===== src/design/tcop_pkg.sv =====
// ----------------------------------------------------------------------------
// tcop_pkg
// shared types, constants and helpers of the tilted circle outline core
// ----------------------------------------------------------------------------
package tcop_pkg;

  localparam int DefSamples     = 1000;
  localparam int DefCordicSteps = 16;
  localparam int DefMaxHalfSize = 1023;

  localparam logic signed [35:0] QOne  = 36'sd1073741824;
  localparam logic signed [35:0] QGain = 36'sd652032874;
  localparam int SqrtSteps = 32;

  typedef enum logic [2:0] {
    REG_RADIUS = 3'd0,
    REG_YAW    = 3'd1,
    REG_PITCH  = 3'd2,
    REG_HALF_H = 3'd3,
    REG_HALF_W = 3'd4
  } reg_idx_t;

  typedef enum logic [2:0] {
    PT_CENTRE = 3'd0,
    PT_DOWN   = 3'd1,
    PT_UP     = 3'd2,
    PT_RIGHT  = 3'd3,
    PT_LEFT   = 3'd4
  } pt_t;

  typedef logic signed [35:0] q_t;

  typedef struct packed {
    logic       mode;
    logic [9:0] sample_index;
  } sample_t;

  typedef struct packed {
    logic signed [11:0] pixel_row;
    logic signed [11:0] pixel_col;
    logic               in_grid;
    logic               last_point;
  } pixel_t;

  typedef struct packed {
    q_t                 x;
    q_t                 y;
    logic signed [32:0] z;
  } rot_t;

  typedef struct packed {
    logic             mode;
    logic [9:0]       hh;
    logic [9:0]       hw;
    logic [16:0]      r16;
    logic [2:0][31:0] ang;
    logic [2:0]       flip;
    rot_t [2:0]       rot;
    logic [63:0]      sq_v;
    logic [63:0]      sq_res;
  } pipe_t;

  typedef struct packed {
    logic               mode;
    logic [9:0]         hh;
    logic [9:0]         hw;
    logic signed [17:0] row;
    logic signed [17:0] col;
  } emit_t;

  function automatic logic [29:0] arc_tan(input int i);
    logic [29:0] v;
    case (i)
      0:  v = 30'd536870912;
      1:  v = 30'd316933406;
      2:  v = 30'd167458907;
      3:  v = 30'd85004756;
      4:  v = 30'd42667331;
      5:  v = 30'd21354465;
      6:  v = 30'd10679838;
      7:  v = 30'd5340245;
      8:  v = 30'd2670163;
      9:  v = 30'd1335087;
      10: v = 30'd667544;
      11: v = 30'd333772;
      12: v = 30'd166886;
      13: v = 30'd83443;
      14: v = 30'd41722;
      15: v = 30'd20861;
      16: v = 30'd10430;
      17: v = 30'd5215;
      18: v = 30'd2608;
      19: v = 30'd1304;
      20: v = 30'd652;
      21: v = 30'd326;
      22: v = 30'd163;
      23: v = 30'd81;
      default: v = 30'd0;
    endcase
    return v;
  endfunction

  function automatic q_t qmul(input q_t a, input q_t b);
    logic signed [71:0] p;
    p = 72'(a) * 72'(b);
    return q_t'(p >>> 30);
  endfunction

endpackage


===== src/design/tcop_cordic_cell.sv =====
// ----------------------------------------------------------------------------
// tcop_cordic_cell
// one rotation step for the sample, yaw and pitch angles side by side
// ----------------------------------------------------------------------------
module tcop_cordic_cell #(
  parameter int STEP = 0
) (
  input  logic          clk,
  input  logic          rst,
  input  logic          adv,
  input  logic          din_valid,
  input  tcop_pkg::pipe_t din,
  output logic          dout_valid,
  output tcop_pkg::pipe_t dout
);
  import tcop_pkg::*;

  localparam logic signed [32:0] Atan = 33'(arc_tan(STEP));

  pipe_t dout_next;

  always_comb begin
    dout_next = din;
    for (int l = 0; l < 3; l++) begin
      if (!din.rot[l].z[32]) begin
        dout_next.rot[l].x = din.rot[l].x - (din.rot[l].y >>> STEP);
        dout_next.rot[l].y = din.rot[l].y + (din.rot[l].x >>> STEP);
        dout_next.rot[l].z = din.rot[l].z - Atan;
      end else begin
        dout_next.rot[l].x = din.rot[l].x + (din.rot[l].y >>> STEP);
        dout_next.rot[l].y = din.rot[l].y - (din.rot[l].x >>> STEP);
        dout_next.rot[l].z = din.rot[l].z + Atan;
      end
    end
  end

  always_ff @(posedge clk) begin
    if (rst) begin
      dout_valid <= 1'b0;
    end else if (adv) begin
      dout_valid <= din_valid;
    end
  end

  always_ff @(posedge clk) begin
    if (adv) begin
      dout <= dout_next;
    end
  end

endmodule


===== config.mk =====
export PLATFORM = sky130hd
export DESIGN_NAME = tcop_cordic_cell
export DESIGN_NICKNAME = d
export VERILOG_FILES = /design/src/design/tcop_pkg.sv /design/src/design/tcop_cordic_cell.sv
export SDC_FILE = /design/constraint.sdc
export NUM_CORES = 1
export LEC_CHECK = 0
export ABC_AREA = 0
export BUFFER_PORTS_ARGS = -buffer_cell sky130_fd_sc_hd__buf_4
export CELL_PAD_IN_SITES_DETAIL_PLACEMENT = 1
export CELL_PAD_IN_SITES_GLOBAL_PLACEMENT = 2
export CORE_AREA = 5 5 452 454
export CTS_CLUSTER_SIZE = 24
export DETAILED_ROUTE_END_ITERATION = 12
export DIE_AREA = 0 0 457 459
export GPL_TIMING_DRIVEN = 0
export PLACE_DENSITY = 0.56
export SLEW_MARGIN = 20
export SYNTH_ARGS = -nofsm -noshare
export SYNTH_HDL_FRONTEND = slang
export SYNTH_SLANG_ARGS = --single-unit

===== constraint.sdc =====
create_clock -name clk -period 3.3 [get_ports clk]
set_input_delay 0.165 -clock clk [delete_from_list [all_inputs] [get_ports clk]]
set_output_delay 0.165 -clock clk [all_outputs]
set_load 0.02 [all_outputs]

==> summary.txt <==
Synth Area in XOR/XNOR - 4.68%
Synth Flop Type - edfxtp_1
Synth cell types - 95
vias per cell - 4.49
Antenna Nets Post-Route - 0
Netlist Area Pre-Place - 0.0371 mm^2
CP peak stage delay - 0.76 ns
outcome - finished, final reports clean
Compound-Gate Fraction of Synth Area - 19.9%
row count - 164
CTS max path bufs - 3
Reg2Reg Depth - 3
Setup-failing EPs final - 0
Pwr Density - 482 mW/mm^2
CP Cell Sequence - buf_4, inv_1, ha_1, clkbuf_1, o21a_1, o21ai_0, o21ai_0, a211oi_2, o31a_1, o21ai_0, a221o_1, o311ai_0, xnor2_1
Bufs and invs on worst path - 3
leakage - 0.0236 uW
die area - 0.210 mm^2
initial antenna violation count - 67
hold crit path type - input pin to flip-flop
first-pass GRT wire length - 298 mm
H-tree levels - 3
Yosys top cell by area - edfxtp_1
critical path class - input pin to flip-flop
fmax - 0.304 GHz
vias - 35687
Critical Path Start Type - input pin
placed inst area - 0.0493 mm^2
RSZ-0062 raised after global routing - no
CP max stage cell - o21ai_0
crit path DAT - 3.74 ns
Syn Area/Cell - 10.4 um^2
DP HPWL - 180 mm
Post-Syn Instances - 3576
Top Family by Delay on Critical Path - compound AO/OA/AOI/OAI gates
Crit. path cell count - 13
global route overflow - 0
Post-Syn Nets - 4493
worst slew pin tran - 1.23 ns
vias in the first global route - 37255
TritonCTS clock tree - built
commonest cells in the netlist - 577 x edfxtp_1, 386 x a21oi_1, 321 x ha_1, 321 x inv_1, 264 x nor2_1
Worst-path clk slew - 0.06 ns
synthesis warning total - 0
Worst Clk Skew - 0 ns
# DRC - 0
Max Cap Viol - 0
cells taking the most area after synthesis - edfxtp_1 47%, ha_1 11%, a21oi_1 5.2%
DR iter-0 viols - 2309
EDFF count, synth - 577
mux contribution to synthesized area - 1.30%
placed cell count - 7403
hold path cells - 4
worst-path fanout max - 8
most common cell type on the critical path - o21ai_0
Ports - 1165
Final GP Congestion - 0.906
Tmin final - 3.29 ns
VDD IR max - 0.345 mV
First-pass DRT Iterations - 5
clock root cell - clkbuf_16
TritonCTS Buffers - 77
# nets final - 6129
fraction of layout cells with a size suffix above 1 - 27.1%
Rel. slew slack - 18.0%
area share of and/or/nand/nor cells after synthesis - 10.1%
final WL - 219 mm
# fillers - 22706
TritonCTS Sinks - 578
fin area - 0.0560 mm^2
Post-Synth Adder-Cell Area - 11.5%
most common cell in the netlist - edfxtp_1
WL/cell - 27.6 um
period utilization - 99.7%
largest net degree at the start of global routing - 99
synthesis-stage register bit count - 578
area added between synthesis and finish - 51.1%
Synth top area share - 46.7%
die width - 457 um
Final Hold Viols - 0
ys async rst share - 0%
initial core utilization - 18.6%
PortBufs - 1163
CP endpoint kind - flip-flop
Core ar. - 0.199 mm^2
main combinational cell family by area after synthesis - compound AO/OA/AOI/OAI gates
Finished Layout Cells - 7953
WP data required - 3.75 ns
core occupancy in the finished layout - 28.1%
worst skew pair latency - 0.71 ns
Die Y - 459 um
max-slew violations - 0
GR Util All Layers - 19.8%
sequential fraction of the synthesis area - 46.8%
## report_power, final
part	switching [uW]	internal (uW)
Combinational	5450	3310
Sequential	348	9150
Clock	3820	4920
Total	9620	17400
## state kept, by name (all words and copies together), names as in the netlist
signal	count
dout_valid	1
dout	577
## cells in the final DEF, fill, tap and decap left out, types with 31 or more instances in the layout
cell              n
buf_4          1167
edfxtp_1        577
a21o_1          101
nor2b_1          31
clkbuf_1         92
nand3_1          49
dlygate4sd3_1   384
o21ai_0         203
nand4_1          48
nand2_1         159
a21oi_1         385
ha_1            321
a211oi_1         38
a31oi_1          31
o21bai_1         84
nor3_1           67
clkbuf_16        77
nor2_1          264
inv_1           321
mux2i_1          46
o31ai_1          31
o211ai_1         35
xnor2_1         173
## worst min-delay path, stage by stage
cell and delay (ns):
buf_4 0.09, ha_1 0.13, buf_6 0.13, xnor2_1 0.15
## metrics by stage
step                       TNS, ns  hold slack (ns)  power [uW]  setup slack [ns]
after floorplan                  0            0.237       13600             0.387
after global placement    -1989.29            0.324       18000             -3.64
after detailed placement    -51.02            0.327       17900             -1.31
after CTS                        0           0.0157       27500           0.00389
after global routing             0           0.0751       28300          0.000125
final                            0           0.0838       27000           0.00967
## worst paths after layout
kind                                               from                 endpoint  slack (ns)
worst max-delay path                           din[168]      dout[194]$_DFFE_PP_        0.01
worst min-delay path                           din[310]      dout[310]$_DFFE_PP_        0.08
worst max register to register  dout_valid$_SDFFE_PP0P_  dout_valid$_SDFFE_PP0P_        2.16
worst min register to register  dout_valid$_SDFFE_PP0P_  dout_valid$_SDFFE_PP0P_        1.05
## layer usage
| metal | vias to the layer above | track usage [%] | part of all wire, % |
|---|---|---|---|
| met4 | 14 | 8.39 | 4.8 |
| met1 | 17822 | 24.3 | 42 |
| met3 | 309 | 3.56 | 4.9 |
| met2 | 1163 | 34.1 | 49 |
| li1 | 16379 | - | - |
| met5 | - | 0 | 0.040 |
## final cells by class
class | instances | area (um^2) | area share [%]
Inverter | 340 | 1280 | 2.28
Multi-Input combinational cell | 2500 | 17800 | 31.7
Timing Repair Buffer | 1557 | 12800 | 22.8
Buffer | 158 | 846 | 1.51
Antenna cell | 24 | 60.1 | 0.107
Clock buffer | 86 | 1960 | 3.50
Clock inverter | 54 | 629 | 1.12
Tap cell | 2656 | 3320 | 5.93
Sequential cell | 578 | 17300 | 31.0
## repair_timing
| action | 4_1_cts | 5_1_grt |
|---|---|---|
| hold buffers | 384 | 0 |
| setup buffers | 0 | 2 |
| gates resized for setup | 15 | 20 |
| endpoints found under the hold margin | 448 | 0 |
| pin swaps | 0 | 5 |
| endpoints found under the setup margin | 14 | 23 |
## cells by family (layout without fill, tap and decap cells)
group / after synthesis / after routing
compound gates: 1145 / 1145
xor+xnor: 198 / 198
fa+ha+maj: 333 / 333
buf+inv: 498 / 2195
flops: 578 / 578
mux: 48 / 48
other cells: 0 / 24
simple gates: 776 / 776
(Power assumes the default switching activity.)
