[src/design/tcop_pkg.sv]
// ----------------------------------------------------------------------------
// tcop_pkg
// shared types, constants and helpers of the tilted circle outline core
// ----------------------------------------------------------------------------
package tcop_pkg;

  localparam int DefSamples     = 1000;
  localparam int DefCordicSteps = 16;
  localparam int DefMaxHalfSize = 1023;

  localparam logic signed [35:0] QOne  = 36'sd1073741824;
  localparam logic signed [35:0] QGain = 36'sd652032874;
  localparam int SqrtSteps = 32;

  typedef enum logic [2:0] {
    REG_RADIUS = 3'd0,
    REG_YAW    = 3'd1,
    REG_PITCH  = 3'd2,
    REG_HALF_H = 3'd3,
    REG_HALF_W = 3'd4
  } reg_idx_t;

  typedef enum logic [2:0] {
    PT_CENTRE = 3'd0,
    PT_DOWN   = 3'd1,
    PT_UP     = 3'd2,
    PT_RIGHT  = 3'd3,
    PT_LEFT   = 3'd4
  } pt_t;

  typedef logic signed [35:0] q_t;

  typedef struct packed {
    logic       mode;
    logic [9:0] sample_index;
  } sample_t;

  typedef struct packed {
    logic signed [11:0] pixel_row;
    logic signed [11:0] pixel_col;
    logic               in_grid;
    logic               last_point;
  } pixel_t;

  typedef struct packed {
    q_t                 x;
    q_t                 y;
    logic signed [32:0] z;
  } rot_t;

  typedef struct packed {
    logic             mode;
    logic [9:0]       hh;
    logic [9:0]       hw;
    logic [16:0]      r16;
    logic [2:0][31:0] ang;
    logic [2:0]       flip;
    rot_t [2:0]       rot;
    logic [63:0]      sq_v;
    logic [63:0]      sq_res;
  } pipe_t;

  typedef struct packed {
    logic               mode;
    logic [9:0]         hh;
    logic [9:0]         hw;
    logic signed [17:0] row;
    logic signed [17:0] col;
  } emit_t;

  function automatic logic [29:0] arc_tan(input int i);
    logic [29:0] v;
    case (i)
      0:  v = 30'd536870912;
      1:  v = 30'd316933406;
      2:  v = 30'd167458907;
      3:  v = 30'd85004756;
      4:  v = 30'd42667331;
      5:  v = 30'd21354465;
      6:  v = 30'd10679838;
      7:  v = 30'd5340245;
      8:  v = 30'd2670163;
      9:  v = 30'd1335087;
      10: v = 30'd667544;
      11: v = 30'd333772;
      12: v = 30'd166886;
      13: v = 30'd83443;
      14: v = 30'd41722;
      15: v = 30'd20861;
      16: v = 30'd10430;
      17: v = 30'd5215;
      18: v = 30'd2608;
      19: v = 30'd1304;
      20: v = 30'd652;
      21: v = 30'd326;
      22: v = 30'd163;
      23: v = 30'd81;
      default: v = 30'd0;
    endcase
    return v;
  endfunction

  function automatic q_t qmul(input q_t a, input q_t b);
    logic signed [71:0] p;
    p = 72'(a) * 72'(b);
    return q_t'(p >>> 30);
  endfunction

endpackage

[src/design/tcop_sqrt_cell.sv]
// ----------------------------------------------------------------------------
// tcop_sqrt_cell
// one digit step of the square root chain, one result bit per cell
// ----------------------------------------------------------------------------
module tcop_sqrt_cell #(
  parameter int STEP = 0
) (
  input  logic          clk,
  input  logic          rst,
  input  logic          adv,
  input  logic          din_valid,
  input  tcop_pkg::pipe_t din,
  output logic          dout_valid,
  output tcop_pkg::pipe_t dout
);
  import tcop_pkg::*;

  localparam logic [63:0] Bit = 64'd1 << (62 - 2 * STEP);

  pipe_t       dout_next;
  logic [63:0] trial;

  always_comb begin
    dout_next = din;
    trial     = din.sq_res + Bit;
    if (din.sq_v >= trial) begin
      dout_next.sq_v   = din.sq_v - trial;
      dout_next.sq_res = (din.sq_res >> 1) + Bit;
    end else begin
      dout_next.sq_res = din.sq_res >> 1;
    end
  end

  always_ff @(posedge clk) begin
    if (rst) begin
      dout_valid <= 1'b0;
    end else if (adv) begin
      dout_valid <= din_valid;
    end
  end

  always_ff @(posedge clk) begin
    if (adv) begin
      dout <= dout_next;
    end
  end

endmodule

[config.mk]
export PLATFORM = sky130hd
export DESIGN_NAME = tcop_sqrt_cell
export DESIGN_NICKNAME = d
export VERILOG_FILES = /design/src/design/tcop_pkg.sv /design/src/design/tcop_sqrt_cell.sv
export SDC_FILE = /design/constraint.sdc
export NUM_CORES = 1
export LEC_CHECK = 0
export BUFFER_PORTS_ARGS = -buffer_cell sky130_fd_sc_hd__buf_2
export CAP_MARGIN = 10
export CORE_AREA = 2 2 460 462
export CTS_BUF_LIST = sky130_fd_sc_hd__clkbuf_4 sky130_fd_sc_hd__clkbuf_8
export DETAILED_ROUTE_END_ITERATION = 16
export DIE_AREA = 0 0 462 464
export HOLD_SLACK_MARGIN = 0.1
export PLACE_DENSITY = 0.3
export RECOVER_POWER = 25
export SYNTH_ARGS = -nofsm -noshare
export SYNTH_HDL_FRONTEND = slang
export SYNTH_SLANG_ARGS = --single-unit
export TNS_END_PERCENT = 100
[constraint.sdc]
create_clock -name clk -period 3.6 [get_ports clk]
set_input_delay 0 -clock clk [delete_from_list [all_inputs] [get_ports clk]]
set_output_delay 0 -clock clk [all_outputs]
set_load 0.05 [all_outputs]
==> results.sh, run 1 <==
export IMPL_status="aborted with a tool error"
export IMPL_lastStage="clock tree synthesis"
export IMPL_error="[ERROR RSZ-0060] Max buffer count reached."
export IMPL_dp_hpwl_um=123500
export IMPL_synthArstFlopShare=0
export IMPL_netlist_area_leader_share=0.7799
export IMPL_rows=168
export IMPL_cts_root_buf="clkbuf_8"
export IMPL_synth_cell_types=65
export IMPL_clk_path_buf_depth=3
export IMPL_die_w_um=462
export IMPL_cts_setup_buffers=0
export IMPL_avgSynthCellArea_um2=16.34
export IMPL_ys_top_cells_by_count="edfxtp_1, nand2_1, o21ai_0"
export IMPL_ys_flop_type="edfxtp_1"
export IMPL_synth_top_area_cell="edfxtp_1"
export IMPL_yosys_register_bits=581
export IMPL_cts_htree_levels=3
export IMPL_dpl_instance_area_mm2=0.03208
export IMPL_port_buffers=1164
export IMPL_synth_most_common_cell="edfxtp_1"
export IMPL_cts_made_buffers=118
export IMPL_synth_warning_count=0
export IMPL_start_util=0.1068
export IMPL_gp_congestion=0.8871
export IMPL_synth_edf_count=580
export IMPL_cts_hold_fix_buffers=1118
export IMPL_ctsResizeCount=0
export IMPL_die_h_um=464
export IMPL_io_pins=1165
export IMPL_cts_sinks=581
export IMPL_synth_area_mm2=0.02233
export IMPL_synth_fp_nets=2016
export IMPL_seq_area_frac_synth=0.7808
export IMPL_synthCells=1367
export IMPL_synth_area_top_cells="edfxtp_1, ha_1, o21ai_0"
## metrics by stage
step	setup slack, ns	instances	hold WS (ns)	util
after global placement	0.05792	5362	0.1617	0.1534
after floorplan	1.022	1367	0.07238	-
after detailed placement	0.04397	5362	0.1716	0.1534
## logic make-up after synthesis
| group | Yosys count | share of synthesized area |
|---|---|---|
| AOI/OAI and AO/OA | 303 | 0.08443 |
| xor gates and xnor gates | 58 | 0.02275 |
| adders and majority gates | 65 | 0.03675 |
| buffers and inverters | 117 | 0.02123 |
| DFF | 581 | 0.7808 |
| muxes | 7 | 0.003417 |
| and+or+nand+nor | 236 | 0.05065 |
==> run 2, diff against run 1 <==
Settings changed: CORE_AREA 2 2 460 462 to 2 2 456 458, CTS_BUF_LIST sky130_fd_sc_hd__clkbuf_4 sky130_fd_sc_hd__clkbuf_8 to not set, DIE_AREA 0 0 462 464 to 0 0 458 460, HOLD_SLACK_MARGIN 0.1 to not set, PLACE_DENSITY 0.3 to not set, PLACE_DENSITY_LB_ADDON set to 0.15.
==> run 2 against run 1 <==
Compared with the run above:
- the flow now finishes, with violations (negative hold slack)
- area after synthesis is the same
- synthesized cell count is the same
==> results.sh, run 2 <==
export IMPL_vias_per_cell=3.321
export IMPL_post_route_period_util=0.9660
export IMPL_power_density_mw_per_mm2=500.9
export IMPL_endpoint_kind="flip-flop"
export IMPL_start_kind="input pin"
export IMPL_start_util=0.1084
export IMPL_p_sw_w=0.007657
export IMPL_dieArea_mm2=0.2107
export IMPL_dp_hpwl_um=128000
export IMPL_die_h_um=460
export IMPL_grt_ovfl_total=0
export IMPL_status="finished, violations left"
export IMPL_synthCells=1367
export IMPL_cp_common_cell="buf_4"
export IMPL_tightestPinTransition_ns=0.9135
export IMPL_yosys_register_bits=581
export IMPL_cts_tree="done"
export IMPL_path_clk_slew_ns=0.06
export IMPL_cts_htree_levels=3
export IMPL_synth_most_common_cell="edfxtp_1"
export IMPL_ys_flop_type="edfxtp_1"
export IMPL_clk_path_buf_depth=3
export IMPL_path_max_fanout=6
export IMPL_hold_slack_ns=-0.3319
export IMPL_max_slew_margin_rel=0.3910
export IMPL_rr_startpoint="dout_valid$_SDFFE_PP0P_"
export IMPL_gp_congestion=0.8391
export IMPL_synth_area_top_cells="edfxtp_1, ha_1, o21ai_0"
export IMPL_worstSkewPairLatency_ns=0.72
export IMPL_regMostFlops="dout"
export IMPL_finalHoldViolations=1
export IMPL_reg2reg_to="dout_valid$_SDFFE_PP0P_"
export IMPL_synth_top_area_cell="edfxtp_1"
export IMPL_rows=167
export IMPL_path_delay_family="compound AO/OA/AOI/OAI gates"
export IMPL_rsz0062_at_grt="no"
export IMPL_route_final_wire_length_um=156400
export IMPL_required_ns=4.04
export IMPL_drc=0
export IMPL_tns_ns=0
export IMPL_ys_top_cells_by_count="edfxtp_1, nand2_1, o21ai_0"
export IMPL_layout_commonest_cell="buf_2"
export IMPL_coreArea_mm2=0.2060
export IMPL_cts_setup_buffers=0
export IMPL_nets=4259
export IMPL_power_leakage_nw=18.08
export IMPL_drive_above_1_share=0.3472
export IMPL_r2r_slack_ns=2.45
export IMPL_netlist_area_leader_share=0.7799
export IMPL_drt_iter0_markers=1161
export IMPL_fin_crit_ns=3.478
export IMPL_cts_made_buffers=80
export IMPL_seqPwrFrac=0.377
export IMPL_power_frac_clock=0.370
export IMPL_criticalPathCategory="in2reg"
export IMPL_combPwrFrac=0.254
export IMPL_violations="negative hold slack"
export IMPL_seq_area_frac_synth=0.7808
export IMPL_reg_top3="dout (580), dout_valid (1)"
export IMPL_switching_share=0.3447
export IMPL_crit_slowest_cell="o21ai_0"
export IMPL_cts_root_buf="clkbuf_16"
export IMPL_final_cell_mix="buf_2, dlygate4sd3_1, edfxtp_1"
export IMPL_cap_violations=0
export IMPL_grt_pass1_vias=22390
export IMPL_io_pins=1165
export IMPL_track_usage=0.1431
export IMPL_finClkSkew_ns=0
export IMPL_drtAntennaViolNets=0
export IMPL_n_fill_cell=22540
export IMPL_antenna_found_initial=59
export IMPL_critical_path_max_stage_delay_ns=0.59
export IMPL_dr_pass1_iters=5
export IMPL_synth_cell_types=65
export IMPL_crit_arrival_ns=3.92
export IMPL_hp_class="in2reg"
export IMPL_slew_violations=0
export IMPL_crit_chain="dlygate4sd3_1, clkbuf_1, inv_1, ha_1, a21oi_1, o221ai_1, o21ai_0, buf_4, a31oi_1, buf_4, a31oi_1, buf_4, nor2b_1, xor2_1, o21ai_0"
export IMPL_vias=21210
export IMPL_wl_per_cell_um=24.49
export IMPL_synth_edf_count=580
export IMPL_cp_num_cells=15
export IMPL_grt_pass1_wl_um=203500
export IMPL_cts_sinks=581
export IMPL_largest_reg_flops=580
export IMPL_die_w_um=458
export IMPL_intPower_w=0.01456
export IMPL_min_delay_start="din[74]"
export IMPL_synth_warning_count=0
export IMPL_worstHoldEndpoint="dout[74]$_DFFE_PP_"
export IMPL_r2r_cells=3
export IMPL_irDropWorstVdd_mv=0.3632
export IMPL_clock_fmax_mhz=287.6
export IMPL_final_core_util=0.2152
export IMPL_setup_viol=0
export IMPL_synthArstFlopShare=0
export IMPL_synth_area_mm2=0.02233
export IMPL_syn2layout_area_growth_pct=98.55
export IMPL_timing_critical_path_buf_inv=6
export IMPL_grt_max_degree=70
export IMPL_port_buffers=1164
export IMPL_hold_depth=3
export IMPL_synth_fp_nets=2016
export IMPL_avgSynthCellArea_um2=16.34
[run 2: layout make-up]
cell class,instances,area [um^2],share of cell area
clock buffer,101,2102,0.04740
tap,2704,3383,0.07630
clock inverter,37,506.7,0.01143
multi-input combinational,669,4437,0.1001
antenna,17,42.54,0.0009594
inverter,80,300.3,0.006772
sequential,581,17440,0.3932
timing repair buffer,2198,16130,0.3639
[run 2: repair_timing]
item,4_1_cts,5_1_grt
hold buffers,992,1
endpoints found under the hold margin,631,2
gates resized for setup,0,2
endpoints found under the setup margin,0,8
[run 2: cell families after synthesis]
| kind of cell | synth area share |
|---|---|
| compound gates | 0.08443 |
| xor+xnor | 0.02275 |
| fa+ha+maj | 0.03675 |
| buf+inv | 0.02123 |
| flops | 0.7808 |
| mux | 0.003417 |
| simple gates | 0.05065 |
[run 2: metrics by stage]
step | hold slack, ns | total power (W) | area (um^2) | setup slack [ns] | cells
after floorplan | 0.07238 | 0.01128 | 22330 | 1.022 | 1367
after global placement | 0.1603 | 0.01337 | 31810 | -0.5096 | 5239
after detailed placement | 0.1655 | 0.01332 | 31810 | -0.5587 | 5239
after CTS | -0.4642 | 0.02274 | 44350 | 0.005809 | 6369
after global routing | -0.4101 | 0.02315 | 44320 | 0.01881 | 6379
final | -0.3319 | 0.02221 | 44340 | 0.1225 | 6387
[run 2: tightest hold or removal path, stage by stage]
cell	delay, ns
buf_2	0.09
nand2_1	0.06
o21ai_0	0.09
[run 2: per-layer routing]
layer | track usage | part of all wire
met5 | 0 | 0.00047
met2 | 0.2647 | 0.52
met1 | 0.1604 | 0.39
met3 | 0.03668 | 0.062
met4 | 0.04001 | 0.028
[run 2: worst max path at each step]
stage / endpoint / start
floorplan: dout[126]$_DFFE_PP_ / din[64]
global placement: dout[111]$_DFFE_PP_ / din[10]
detailed placement: dout[111]$_DFFE_PP_ / din[10]
CTS: dout[125]$_DFFE_PP_ / din[8]
global route: dout[66]$_DFFE_PP_ / din[31]
finish: dout[111]$_DFFE_PP_ / din[6]
[run 2: power groups by stage]
stage	registers, W	logic [W]	clock network [W]
2_1_floorplan	0.0105	0.000758	0
3_3_place_gp	0.00851	0.00486	0
3_5_place_dp	0.00850	0.00481	0
4_1_cts	0.00838	0.00577	0.00859
5_1_grt	0.00842	0.00594	0.00879
6_report	0.00837	0.00564	0.00821
Power figures use the tool's default switching activity.
==> run 3, diff against run 2 <==
Settings changed: REMOVE_ABC_BUFFERS set to 1, TNS_END_PERCENT 100 to 1.
==> run 3 against run 2 <==
Compared with the run above:
- the flow now finishes without violations
- die area unchanged
- via count is 0.61% lower
- register-to-register slack worse by 0.03 ns
- maximum frequency up 2.8%
- sequential share of layout area rose by 0.059 points
- sequential power about the same
- cell area fell by 0.15%
- clock-buffer cell count down 4
==> results.sh, run 3 (synthesis gave the netlist of run 2 again) <==
export IMPL_crit_arrival_ns=3.81
export IMPL_intPower_w=0.01468
export IMPL_coreArea_mm2=0.2060
export IMPL_status="completed"
export IMPL_hold_slack_ns=0.08730
export IMPL_io_pins=1165
export IMPL_worstHoldEndpoint="dout[245]$_DFFE_PP_"
export IMPL_grt_pass1_wl_um=202900
export IMPL_endpoint_kind="flip-flop"
export IMPL_path_max_fanout=22
export IMPL_rsz0062_at_grt="no"
export IMPL_clk_path_buf_depth=3
export IMPL_antenna_found_initial=61
export IMPL_worstSkewPairLatency_ns=0.71
export IMPL_dr_pass1_iters=5
export IMPL_reg2reg_to="dout_valid$_SDFFE_PP0P_"
export IMPL_cts_htree_levels=3
export IMPL_layout_commonest_cell="buf_2"
export IMPL_tns_ns=0
export IMPL_cts_tree="done"
export IMPL_max_slew_margin_rel=0.3263
export IMPL_slew_violations=0
export IMPL_nets=4265
export IMPL_irDropWorstVdd_mv=0.3295
export IMPL_route_final_wire_length_um=155800
export IMPL_path_clk_slew_ns=0.06
export IMPL_grt_pass1_vias=22350
export IMPL_start_util=0.1084
export IMPL_gp_congestion=0.8312
export IMPL_tightestPinTransition_ns=1.010
export IMPL_port_buffers=1164
export IMPL_final_area_mm2=0.04428
export IMPL_die_w_um=458
export IMPL_start_kind="input pin"
export IMPL_finClkSkew_ns=0
export IMPL_cap_violations=0
export IMPL_grt_max_degree=81
export IMPL_r2r_cells=3
export IMPL_r2r_slack_ns=2.42
export IMPL_criticalPathCategory="in2reg"
export IMPL_vias=21080
export IMPL_fin_crit_ns=3.384
export IMPL_drc=0
export IMPL_cts_made_buffers=83
export IMPL_dieArea_mm2=0.2107
export IMPL_power_density_mw_per_mm2=503.8
export IMPL_cts_sinks=581
export IMPL_vias_per_cell=3.295
export IMPL_die_h_um=460
export IMPL_track_usage=0.1425
export IMPL_cts_root_buf="clkbuf_16"
export IMPL_cts_setup_buffers=0
export IMPL_rr_startpoint="dout_valid$_SDFFE_PP0P_"
export IMPL_wl_per_cell_um=24.35
export IMPL_setup_viol=0
export IMPL_switching_share=0.3420
export IMPL_multiInputGateArea_mm2=0.004422
export IMPL_required_ns=4.02
export IMPL_reg_top3="dout (580), dout_valid (1)"
export IMPL_drtAntennaViolNets=0
export IMPL_drive_above_1_share=0.3585
export IMPL_n_fill_cell=22540
export IMPL_seqPwrFrac=0.374
export IMPL_min_delay_start="din[245]"
export IMPL_hold_depth=2
export IMPL_clock_fmax_mhz=295.5
export IMPL_combPwrFrac=0.254
export IMPL_drt_iter0_markers=1097
export IMPL_finalHoldViolations=0
export IMPL_post_route_period_util=0.9401
export IMPL_rows=167
export IMPL_dp_hpwl_um=127800
export IMPL_syn2layout_area_growth_pct=98.26
export IMPL_p_sw_w=0.007629
export IMPL_regMostFlops="dout"
export IMPL_seq_area_mm2=0.01744
export IMPL_power_leakage_nw=18.14
export IMPL_hp_class="in2reg"
export IMPL_power_frac_clock=0.372
export IMPL_final_cell_mix="buf_2, dlygate4sd3_1, edfxtp_1"
export IMPL_largest_reg_flops=580
export IMPL_dpl_instance_area_mm2=0.03219
export IMPL_grt_ovfl_total=0
==> run 3: cell types whose count changed in the layout (fill, tap and decap cells not counted), moves of 2 or more <==
cell	change
clkbuf_1	+12
dlygate4sd3_1	-47
clkinvlp_4	-2
buf_4	+50
clkbuf_16	+2
clkinv_2	+15
buf_2	-17
==> run 3: routing by layer <==
layer / vias to the layer above / GRT usage / wire length, um
met5: - / 0 / 89
met4: 16 / 0.04301 / 4642
li1: 9740 / - / -
met3: 237 / 0.03275 / 8533
met2: 823 / 0.2745 / 84500
met1: 10260 / 0.1523 / 58000
==> run 3: worst max path at each step <==
stage	start	slack, ns	end
after floorplan	din[2]	0.03	dout[107]$_DFFE_PP_
after global placement	din[1]	0.29	dout[127]$_DFFE_PP_
after detailed placement	din[1]	0.24	dout[127]$_DFFE_PP_
after CTS	din[9]	0.21	dout[64]$_DFFE_PP_
after global routing	din[64]	0.04	dout[64]$_DFFE_PP_
final	din[64]	0.22	dout[64]$_DFFE_PP_
==> run 3: timing repair <==
item                                   CTS  global route
setup endpoints to repair                0             0
resized for setup                        0             0
hold buffers                           946             0
endpoints found under the hold margin  647             0
==> run 3: cell type report <==
type                    instances  share of cell area
flip-flops and latches        581              0.3938
repair buffers               2201              0.3617
multi-input cells             669             0.09987
well taps                    2704             0.07641
clock buffers                  97             0.04810
clock inverters                48             0.01226
inverters                      80            0.006782
diodes                         18            0.001017
==> run 3: critical path, stage by stage <==
cell and delay [ns]:
dlygate4sd3_1 0.56, buf_2 0.14, inv_1 0.14, ha_1 0.22, fa_1 0.22, nor2b_1 0.06, o21a_1 0.18, o211ai_2 0.18
a31o_2 0.24, nand2_2 0.08, a311oi_2 0.29, buf_4 0.20, a31oi_4 0.11, nor2_4 0.16, buf_12 0.19, buf_4 0.19
mux2i_1 0.08, dlygate4sd3_1 0.56
==> run 3: through the flow <==
step                      instances  total power (W)  setup WS (ns)    util
after floorplan                1330          0.01125        0.02817       -
after global placement         5289          0.01340         0.2869  0.1562
after detailed placement       5289          0.01335         0.2428  0.1562
after CTS                      6380          0.02288         0.2107  0.2152
after global routing           6393          0.02327        0.04061  0.2148
final                          6398          0.02231         0.2156  0.2149
==> run 3: power groups by stage <==
stage,clock network [W],registers [W],logic [W]
2_1_floorplan,0,0.0105,0.000735
3_3_place_gp,0,0.00849,0.00491
3_5_place_dp,0,0.00848,0.00487
4_1_cts,0.00872,0.00836,0.00581
5_1_grt,0.00889,0.00841,0.00597
6_report,0.00830,0.00835,0.00566
