## src/design/tcop_pkg.sv

```systemverilog
// ----------------------------------------------------------------------------
// tcop_pkg
// shared types, constants and helpers of the tilted circle outline core
// ----------------------------------------------------------------------------
package tcop_pkg;

  localparam int DefSamples     = 1000;
  localparam int DefCordicSteps = 16;
  localparam int DefMaxHalfSize = 1023;

  localparam logic signed [35:0] QOne  = 36'sd1073741824;
  localparam logic signed [35:0] QGain = 36'sd652032874;
  localparam int SqrtSteps = 32;

  typedef enum logic [2:0] {
    REG_RADIUS = 3'd0,
    REG_YAW    = 3'd1,
    REG_PITCH  = 3'd2,
    REG_HALF_H = 3'd3,
    REG_HALF_W = 3'd4
  } reg_idx_t;

  typedef enum logic [2:0] {
    PT_CENTRE = 3'd0,
    PT_DOWN   = 3'd1,
    PT_UP     = 3'd2,
    PT_RIGHT  = 3'd3,
    PT_LEFT   = 3'd4
  } pt_t;

  typedef logic signed [35:0] q_t;

  typedef struct packed {
    logic       mode;
    logic [9:0] sample_index;
  } sample_t;

  typedef struct packed {
    logic signed [11:0] pixel_row;
    logic signed [11:0] pixel_col;
    logic               in_grid;
    logic               last_point;
  } pixel_t;

  typedef struct packed {
    q_t                 x;
    q_t                 y;
    logic signed [32:0] z;
  } rot_t;

  typedef struct packed {
    logic             mode;
    logic [9:0]       hh;
    logic [9:0]       hw;
    logic [16:0]      r16;
    logic [2:0][31:0] ang;
    logic [2:0]       flip;
    rot_t [2:0]       rot;
    logic [63:0]      sq_v;
    logic [63:0]      sq_res;
  } pipe_t;

  typedef struct packed {
    logic               mode;
    logic [9:0]         hh;
    logic [9:0]         hw;
    logic signed [17:0] row;
    logic signed [17:0] col;
  } emit_t;

  function automatic logic [29:0] arc_tan(input int i);
    logic [29:0] v;
    case (i)
      0:  v = 30'd536870912;
      1:  v = 30'd316933406;
      2:  v = 30'd167458907;
      3:  v = 30'd85004756;
      4:  v = 30'd42667331;
      5:  v = 30'd21354465;
      6:  v = 30'd10679838;
      7:  v = 30'd5340245;
      8:  v = 30'd2670163;
      9:  v = 30'd1335087;
      10: v = 30'd667544;
      11: v = 30'd333772;
      12: v = 30'd166886;
      13: v = 30'd83443;
      14: v = 30'd41722;
      15: v = 30'd20861;
      16: v = 30'd10430;
      17: v = 30'd5215;
      18: v = 30'd2608;
      19: v = 30'd1304;
      20: v = 30'd652;
      21: v = 30'd326;
      22: v = 30'd163;
      23: v = 30'd81;
      default: v = 30'd0;
    endcase
    return v;
  endfunction

  function automatic q_t qmul(input q_t a, input q_t b);
    logic signed [71:0] p;
    p = 72'(a) * 72'(b);
    return q_t'(p >>> 30);
  endfunction

endpackage

```

## src/design/tcop_emit.sv

```systemverilog
// ----------------------------------------------------------------------------
// tcop_emit
// output register: sends one outline pixel or the five pixels of the cross
// ----------------------------------------------------------------------------
module tcop_emit (
  input  logic           clk,
  input  logic           rst,
  input  logic           load,
  input  tcop_pkg::emit_t din,
  output logic           free,
  output logic           pixel_valid,
  input  logic           pixel_stall,
  output tcop_pkg::pixel_t pixel
);
  import tcop_pkg::*;

  emit_t              base;
  pt_t                idx;
  logic               last;
  logic signed [18:0] row;
  logic signed [18:0] col;
  logic signed [18:0] row_max;
  logic signed [18:0] col_max;

  assign last = !base.mode || (idx == PT_LEFT);
  assign free = !pixel_valid || (!pixel_stall && last);

  always_comb begin
    row = 19'(base.row);
    col = 19'(base.col);
    case (idx)
      PT_DOWN:  row = row + 19'sd1;
      PT_UP:    row = row - 19'sd1;
      PT_RIGHT: col = col + 19'sd1;
      PT_LEFT:  col = col - 19'sd1;
      default:  ;
    endcase
    row_max = $signed({8'b0, base.hh, 1'b0});
    col_max = $signed({8'b0, base.hw, 1'b0});
    pixel.in_grid    = (row >= 19'sd0) && (row <= row_max) &&
                       (col >= 19'sd0) && (col <= col_max);
    pixel.last_point = last;
    if (row < -19'sd1) begin
      pixel.pixel_row = -12'sd1;
    end else if (row > 19'sd2047) begin
      pixel.pixel_row = 12'sd2047;
    end else begin
      pixel.pixel_row = row[11:0];
    end
    if (col < -19'sd1) begin
      pixel.pixel_col = -12'sd1;
    end else if (col > 19'sd2047) begin
      pixel.pixel_col = 12'sd2047;
    end else begin
      pixel.pixel_col = col[11:0];
    end
  end

  always_ff @(posedge clk) begin
    if (rst) begin
      pixel_valid <= 1'b0;
      idx         <= PT_CENTRE;
    end else if (load) begin
      pixel_valid <= 1'b1;
      idx         <= PT_CENTRE;
    end else if (pixel_valid && !pixel_stall) begin
      if (last) begin
        pixel_valid <= 1'b0;
      end else begin
        idx <= pt_t'(idx + 3'd1);
      end
    end
  end

  always_ff @(posedge clk) begin
    if (load) begin
      base <= din;
    end
  end

endmodule

```

## config.mk

```make
export PLATFORM = sky130hd
export DESIGN_NAME = tcop_emit
export DESIGN_NICKNAME = d
export VERILOG_FILES = /design/src/design/tcop_pkg.sv /design/src/design/tcop_emit.sv
export SDC_FILE = /design/constraint.sdc
export NUM_CORES = 1
export LEC_CHECK = 0
export BUFFER_PORTS_ARGS = -buffer_cell sky130_fd_sc_hd__buf_2
export CELL_PAD_IN_SITES_DETAIL_PLACEMENT = 1
export CELL_PAD_IN_SITES_GLOBAL_PLACEMENT = 1
export CORE_ASPECT_RATIO = 0.8
export CORE_MARGIN = 1
export CORE_UTILIZATION = 48
export CTS_BUF_LIST = sky130_fd_sc_hd__clkbuf_4 sky130_fd_sc_hd__clkbuf_8
export DETAILED_ROUTE_END_ITERATION = 6
export PLACE_DENSITY = 0.89
export SLEW_MARGIN = 20
export SYNTH_ARGS = -nofsm -noshare
export SYNTH_HDL_FRONTEND = slang
export SYNTH_SLANG_ARGS = --single-unit
```

## constraint.sdc

```tcl
create_clock -name clk -period 8.1 [get_ports clk]
set_input_delay 1.62 -clock clk [delete_from_list [all_inputs] [get_ports clk]]
set_output_delay 1.62 -clock clk [all_outputs]
set_load 0.01 [all_outputs]
```

==> results of run 1 <==
power breakdown:
| group | switching, mW | total, mW | internal [mW] |
|---|---|---|---|
| combinational | 0.0765 | 0.133 | 0.0566 |
| sequential | 0.0248 | 0.397 | 0.372 |
| clock | 0.142 | 0.316 | 0.174 |
worst max path at each step:
stage,endpoint,slack (ns),cells after the start
4_1_cts,pixel[1],1.78,19
2_1_floorplan,pixel[1],2.78,20
5_1_grt,pixel[1],1.40,19
3_5_place_dp,pixel[1],2.23,18
6_report,pixel[1],1.75,19
3_3_place_gp,pixel[1],2.46,20
layout by cell type, fill, tap and decap left out, types with 3 or more instances in the layout:
cell and count:
nand3_1 13, nor4_1 9, a32oi_1 4, a31oi_1 5
a21oi_1 24, xnor2_1 21, and3_1 8, a211oi_1 4
nand2b_1 9, nor3_1 11, nor3b_1 3, o32ai_1 3
o21ai_0 20, inv_1 33, nand4b_1 7, mux2i_1 5
xor2_1 10, ha_1 42, edfxtp_1 57, o21a_1 4
nor2_1 25, clkbuf_8 9, buf_2 88, o21bai_1 4
a21o_1 11, clkinvlp_4 3, nand2_1 48, dfxtp_1 4
or3_1 6, nor2b_1 5, nor4b_1 4, and4_1 3
nand4_1 12, o31ai_1 5
area by class of cell:
cell class	instances	area [um2]	area share [%]
flip-flops and latches	61	1790	33.3
multi-input cells	367	2640	49.1
inverters	33	124	2.30
repair buffers	90	455	8.47
clock inverters	7	100	1.86
well taps	115	144	2.68
clock buffers	9	124	2.30
cells in the mapped netlist, drive strengths merged (3+ instances only):
cell type	number	area share (%)
nand2b	9	1.2
and3	8	1.1
nor3b	3	0.48
a32oi	4	0.75
nand2	48	3.9
o32ai	3	0.56
nand4	12	1.6
xor2	10	1.9
nor2b	5	0.67
nor4b	4	0.75
xnor2	21	3.9
dfxtp	4	1.7
o21ai	22	2.4
edfxtp	57	37
buf	14	1.7
nor2	25	2.0
nor3	12	1.4
o21a	4	0.64
nand4b	7	1.3
a21o	11	1.8
inv	33	2.7
o21bai	4	0.64
a31oi	5	0.67
nor4	10	1.5
or4	3	0.56
or3	6	0.81
o31ai	6	1.3
clkbuf	7	0.56
and4	3	0.56
a21oi	24	2.6
ha	42	11
nand3	14	1.6
mux2i	5	1.1
a211oi	5	1.1
worst max-delay path: cells and delay by family, from the launching register on:
kind                       cells  cell delay [ns]
DFF                            1             0.36
adders and majority gates      3             0.89
and+or+nand+nor                3             0.93
xor gates and xnor gates       2             0.37
buffers and inverters          3             0.32
AOI/OAI and AO/OA              8             1.50
logic make-up (layout without fill, tap and decap cells):
kind of cell,after synthesis,in the layout,share of synthesized area [%]
adder cells (fa/ha/maj),43,43,11.7
buffers and inverters,54,139,4.89
AO/OA/AOI/OAI,112,112,17.4
AND/OR/NAND/NOR,174,174,20.2
flip-flops,61,61,38.5
multiplexers,7,7,1.56
XOR/XNOR,31,31,5.83
state kept, by name, indices dropped and copies added, names as in the netlist:
signal / count
base: 57
pixel_valid: 1
idx: 3
layer usage:
metal	routed length [um]	track usage, %
met1	6270	38.5
met2	5710	41.3
met3	959	6.61
met4	207	7.67
met5	0	0
==> out/qor.yml, run 1 <==
area_delta_synth_final_pct: 15.4
avgSynthCellArea_um2: 9.66
cts.sinks: 61
grt_pass1_vias: 4203
antenna_found_initial: 0
async_flop_share_pct: 0
crit_chain: "inv_1, ha_1, nand2b_1, xnor2_1, ha_1, nand3b_1, a21oi_1, xnor2_1, inv_1, ha_1, nor2b_1, o21a_1, o21a_1, o21ai_0, a211oi_1, o31a_1, o21ai_0, o2111a_1, buf_2"
dp_hpwl_um: 10100
cts_buffers: 9
grt_use_total_pct: 27.2
die-area_um2: 10100
postCtsResizedCells: 0
synthCells: 482
synthFlopType: "edfxtp_1"
place.gp.congestion: 0.883
whs_path_depth: 2
vias: 4181
violations: "design-rule violations"
cp_slowest_cell: "nand2b_1"
critPathRequiredTime_ns: 6.48
ys_warn_count: 0
hp-class: "flop to flop"
min_to: "pixel_valid"
synth-edff-count: 57
port-buffer-count: 88
cp-start-kind: "flop"
cts_max_level: 3
dp.cells: 666
grt_overflow_total: 0
reg2reg_from: "idx[0]"
p_leak_nw: 2.22
finalCritPeriodShare_pct: 78.5
postCtsSetupBuffers: 0
power.density_nw_per_um2: 157
report.final.slew_viol_count: 0
final_cell_area_um2: 5380
timing.fmax_mhz: 157
row_count: 31
min_period_ns: 6.35
place_area_um2: 5150
setup_tns_ns: 0
cts_hold_buf: 0
dpl_worst_slack_ns: 2.23
clock-root-buffer: "clkbuf_8"
synth_cell_types: 69
cpPeakStageDelay_ns: 0.65
nNetsFinal: 666
outcome: "finished, violations left"
drive_gt1_share_pct: 21.5
endpoint_kind: "primary output"
hold_viol_final: 0
die_w_um: 112
finalNonFillerCells: 682
rrSetupSlack_ns: 6.45
crit_arrival_ns: 4.73
relSlewSlack_pct: 41.0
worstHoldStart: "pixel_valid"
ioPinCount: 89
route.detailed.drc: 7
crit_type: "flop to primary output"
grt_start_max_net_pins: 62
cts_tree: "built"
worst_pin_slew_ns: 0.885
critPathMaxFanout: 22
wl_um: 13100
synth_area_um2: 4660
viasPerCell: 6.13
wl_per_cell_um: 19.3
setup_viol: 0
drv_cap: 0
clk_path_buf_depth: 2
first_pass_iters: 7
p_total_uw: 846
ys_ff_latch: 61
die_height_um: 90.1
grt_pass1_wl_um: 21500
drtAntennaViolNets: 0
clk_latency_ns: 0.37
rsz0062_at_grt: "no"
drt_iter0_markers: 303
clk_pin_slew_ns: 0.08
core_area_um2: 9230
start_util_pct: 50.5
setup_ws_ns: 1.75
critPathMostFrequentCell: "ha_1"
skew_ns: 0.0110
irDropWorstVdd_uv: 128
r2r_cells: 9
n_antenna_cell: 0
whs_ns: 0.547
nFillCells: 1083
r2r_end: "idx[2]"
ys_seq_area_share_pct: 38.5
synth_nets: 586
cp-startpoint: "idx[0]"
post-route-util_pct: 58.3
Power figures use the tool's default switching activity.
==> run 2: changes to the inputs <==
- CORE_UTILIZATION: 48 -> 40
- PLACE_DENSITY: 0.89 -> 0.79
- clock period: 8.1 -> 5.8 ns (I/O delays scaled with it)
==> run 2 against run 1 <==
Net effect: the flow now finishes without violations; setup slack got worse by 1.4 ns; final area rose by 1.1%; via count fell by 0.69%; power rose by 39%; sequential share of layout area fell by 0.37 points; non-clock buffer count rose by 2; clock-buffer cell count did not move; die area rose by 20%; sequential power rose by 40%; cell count rose by 4.5%; combinational power rose by 40%; largest cell class unchanged; largest power group unchanged.
==> out/qor.yml, run 2 (same netlist as run 1, synthesis figures left out) <==
outcome: "finished, final reports clean"
skew_ns: 0.00303
row_count: 34
irDropWorstVdd_uv: 157
drt_iter0_markers: 323
n_antenna_cell: 0
crit_arrival_ns: 4.28
grt_pass1_vias: 4219
ioPinCount: 89
wl_per_cell_um: 18.5
setup_viol: 0
timing.fmax_mhz: 184
clk_latency_ns: 0.34
drtAntennaViolNets: 0
post-route-util_pct: 49.0
clk_pin_slew_ns: 0.07
dp_hpwl_um: 10200
power.density_nw_per_um2: 216
whs_ns: 0.536
p_total_mw: 1.18
top_regs: "base x57, idx x3, pixel_valid x1"
report.final.slew_viol_count: 0
finalNonFillerCells: 713
dp.cells: 697
cts.sinks: 61
critPathRequiredTime_ns: 4.64
critPathMaxFanout: 7
hold_viol_final: 0
setup_tns_ns: 0
worst_pin_slew_ns: 0.894
setup_ws_ns: 0.355
die-area_um2: 12100
vias: 4152
nNetsFinal: 668
grt_start_max_net_pins: 62
cts_hold_buf: 0
endpoint_kind: "primary output"
route.detailed.drc: 0
postCtsSetupBuffers: 0
port-buffer-count: 88
rsz0062_at_grt: "no"
postCtsResizedCells: 0
start_util_pct: 42.0
grt_pass1_wl_um: 21500
die_w_um: 123
place_area_um2: 5200
clk_path_buf_depth: 2
clock-root-buffer: "clkbuf_8"
drive_gt1_share_pct: 22.0
cts_tree: "built"
die_height_um: 98.5
cts_max_level: 3
final_cell_area_um2: 5440
viasPerCell: 5.82
p_leak_nw: 2.23
place.gp.congestion: 0.898
cp-start-kind: "flop"
crit_type: "flop to primary output"
grt_overflow_total: 0
nFillCells: 1302
cts_buffers: 9
antenna_found_initial: 0
grt_use_total_pct: 22.9
hp-class: "flop to flop"
core_area_um2: 11100
wl_um: 13200
min_period_ns: 5.44
relSlewSlack_pct: 40.3
finalCritPeriodShare_pct: 93.9
largest_register: "base"
layout_common_cells: "buf_2 (88), edfxtp_1 (57), nand2_1 (48), ha_1 (42), inv_1 (32)"
area_delta_synth_final_pct: 16.7
drv_cap: 0
largest_reg_flops: 57
dpl_worst_slack_ns: 0.664
mostFrequentLayoutCell: "buf_2"
first_pass_iters: 5
run 2: cell types whose count changed in the layout (fill, tap and decap cells not counted):
cell        change
a221oi_2        -1
buf_4           +2
clkinv_2        +1
inv_6           +2
clkinvlp_4      -1
clkinv_4        -2
inv_1           -1
inv_2           +1
a221oi_4        +1
run 2: where the power goes:
group	total [mW]	leakage (nW)	switching (mW)	internal, mW
combinational	0.186	1.53	0.107	0.0791
clock	0.435	0.106	0.191	0.244
sequential	0.554	0.590	0.0351	0.519
run 2: final timing paths:
| kind | startpoint | to | slack (ns) | cells past startpoint |
|---|---|---|---|---|
| hold / removal | pixel_valid | pixel_valid | 0.54 | 2 |
| setup / recovery | idx[0] | pixel[1] | 0.36 | 18 |
| setup reg to reg | idx[0] | idx[2] | 4.08 | 9 |
| hold reg to reg | pixel_valid | pixel_valid | 0.54 | 2 |
run 2: layer usage:
layer	part of all wire (%)	up-vias	track usage (%)	routed length, um
met5	0	-	0	0
met4	0.68	0	4.78	90
met3	6.8	8	4.98	898
met2	43	148	34.4	5700
met1	49	2014	33.6	6490
li1	-	1982	-	-
run 2: cell type report:
| class | count | area, um2 | share of cell area [%] |
|---|---|---|---|
| flip-flops and latches | 61 | 1790 | 32.9 |
| inverters | 33 | 124 | 2.28 |
| clock inverters | 7 | 97.6 | 1.79 |
| clock buffers | 9 | 124 | 2.28 |
| multi-input cells | 367 | 2650 | 48.7 |
| repair buffers | 92 | 470 | 8.65 |
| well taps | 144 | 180 | 3.31 |
run 2: critical path, cell delays in order (launching register included):
cell	delay, ns
dfxtp_1	0.36
inv_1	0.10
ha_1	0.24
nand2_1	0.12
inv_2	0.10
ha_1	0.36
a21o_1	0.25
a31o_2	0.25
o21ai_0	0.29
nand2b_1	0.09
a21oi_1	0.19
xor2_1	0.17
o21ai_0	0.15
ha_1	0.32
nand3_1	0.10
o31ai_1	0.30
a21oi_1	0.13
o2111a_1	0.29
buf_2	0.14
==> run 3: changes to the inputs <==
- CORE_UTILIZATION: 40 -> 44
- PLACE_DENSITY: 0.79 -> 0.82
- clock period: 5.8 -> 5.7 ns (I/O delays scaled with it)
==> run 3 against run 2 <==
Net effect: hold slack improved by 0.018 ns; die area decreased by 8.9%; largest power group unchanged; first-iteration DRC count decreased by 27%; global-route usage increased by 2.3 points; routed wire length increased by 1.2%; clock power increased by 9.9%.
==> out/qor.yml, run 3 (same netlist as run 1, synthesis figures left out) <==
clk_latency_ns: 0.35
grt_start_max_net_pins: 62
die_w_um: 117
clock-root-buffer: "clkbuf_8"
report.final.slew_viol_count: 0
viasPerCell: 5.79
area_delta_synth_final_pct: 16.8
cts_tree: "built"
worst_pin_slew_ns: 0.810
vias: 4107
clk_pin_slew_ns: 0.08
cts.sinks: 61
cts_buffers: 9
endpoint_kind: "primary output"
route.detailed.drc: 0
rsz0062_at_grt: "no"
mostFrequentLayoutCell: "buf_2"
n_antenna_cell: 0
top_regs: "base x57, idx x3, pixel_valid x1"
nNetsFinal: 668
largest_register: "base"
first_pass_iters: 4
wl_per_cell_um: 18.8
timing.fmax_mhz: 185
critPathRequiredTime_ns: 4.56
row_count: 33
postCtsSetupBuffers: 0
hold_viol_final: 0
final_cell_area_um2: 5440
outcome: "finished, final reports clean"
start_util_pct: 45.3
dp_hpwl_um: 10200
power.density_nw_per_um2: 226
wl_um: 13300
port-buffer-count: 88
place_area_um2: 5200
layout_common_cells: "buf_2 (88), edfxtp_1 (57), nand2_1 (48), ha_1 (42), inv_1 (33)"
finalCritPeriodShare_pct: 95.0
die-area_um2: 11000
drt_iter0_markers: 237
min_period_ns: 5.42
p_leak_nw: 2.25
drive_gt1_share_pct: 21.8
ioPinCount: 89
nFillCells: 1215
place.gp.congestion: 0.887
die_height_um: 94.0
skew_ns: 0.00567
grt_overflow_total: 0
grt_use_total_pct: 25.2
hp-class: "flop to flop"
grt_pass1_vias: 4096
crit_type: "flop to primary output"
postCtsResizedCells: 0
cts_max_level: 3
critPathMaxFanout: 9
cp-start-kind: "flop"
clk_path_buf_depth: 2
cts_hold_buf: 0
drtAntennaViolNets: 0
relSlewSlack_pct: 46.0
largest_reg_flops: 57
setup_tns_ns: 0
antenna_found_initial: 0
grt_pass1_wl_um: 20900
irDropWorstVdd_uv: 117
crit_arrival_ns: 4.28
setup_viol: 0
core_area_um2: 10300
p_total_mw: 1.23
drv_cap: 0
run 3: critical path: stages, from the launching register on:
cell and delay [ns]:
dfxtp_1 0.37, inv_1 0.10, ha_1 0.23, nand2_1 0.11, inv_1 0.15, ha_1 0.38
a21o_1 0.23, a31o_2 0.25, o21ai_0 0.26, mux2_2 0.37, or3_1 0.42, a211oi_4 0.40
and3_1 0.31, o2111a_1 0.22, buf_2 0.13
run 3: layout make-up:
type | count | area [um2] | area share, %
clock buffers | 11 | 139 | 2.55
inverters | 33 | 124 | 2.28
multi-input cells | 367 | 2640 | 48.6
well taps | 140 | 175 | 3.22
flip-flops and latches | 61 | 1790 | 32.9
clock inverters | 5 | 98.8 | 1.82
repair buffers | 92 | 470 | 8.65
run 3: metal layers:
metal / share of wire, % / global-route usage [%] / vias to the layer above
met5: 0 / 0 / -
met4: 1.1 / 6.01 / 0
met3: 5.6 / 6.19 / 13
met2: 44 / 39.5 / 125
met1: 49 / 34.9 / 1986
li1: - / - / 1983
run 3: power by group:
part           leakage (nW)  switching (mW)  total [mW]  internal (mW)
sequential            0.590          0.0349       0.564          0.529
combinational          1.53           0.109       0.189         0.0800
clock                 0.122           0.179       0.478          0.298
run 3: final timing paths:
check / start / end / slack [ns] / cells past startpoint
setup / recovery: idx[0] / pixel[1] / 0.28 / 14
hold / removal: pixel_valid / pixel_valid / 0.55 / 2
setup reg to reg: idx[0] / idx[2] / 4.01 / 9
hold reg to reg: pixel_valid / pixel_valid / 0.55 / 2
run 3: per-stage QoR:
| stage | hold WS [ns] | worst slack, ns | util [%] | instances |
|---|---|---|---|---|
| 2_1_floorplan | 0.531 | 0.860 | - | 482 |
| 3_3_place_gp | 0.514 | 0.872 | 50.6 | 693 |
| 3_5_place_dp | 0.548 | 0.673 | 50.6 | 693 |
| 4_1_cts | 0.563 | 0.264 | 52.9 | 709 |
| 5_1_grt | 0.586 | 0.00468 | 52.9 | 709 |
| 6_report | 0.554 | 0.284 | 52.9 | 709 |
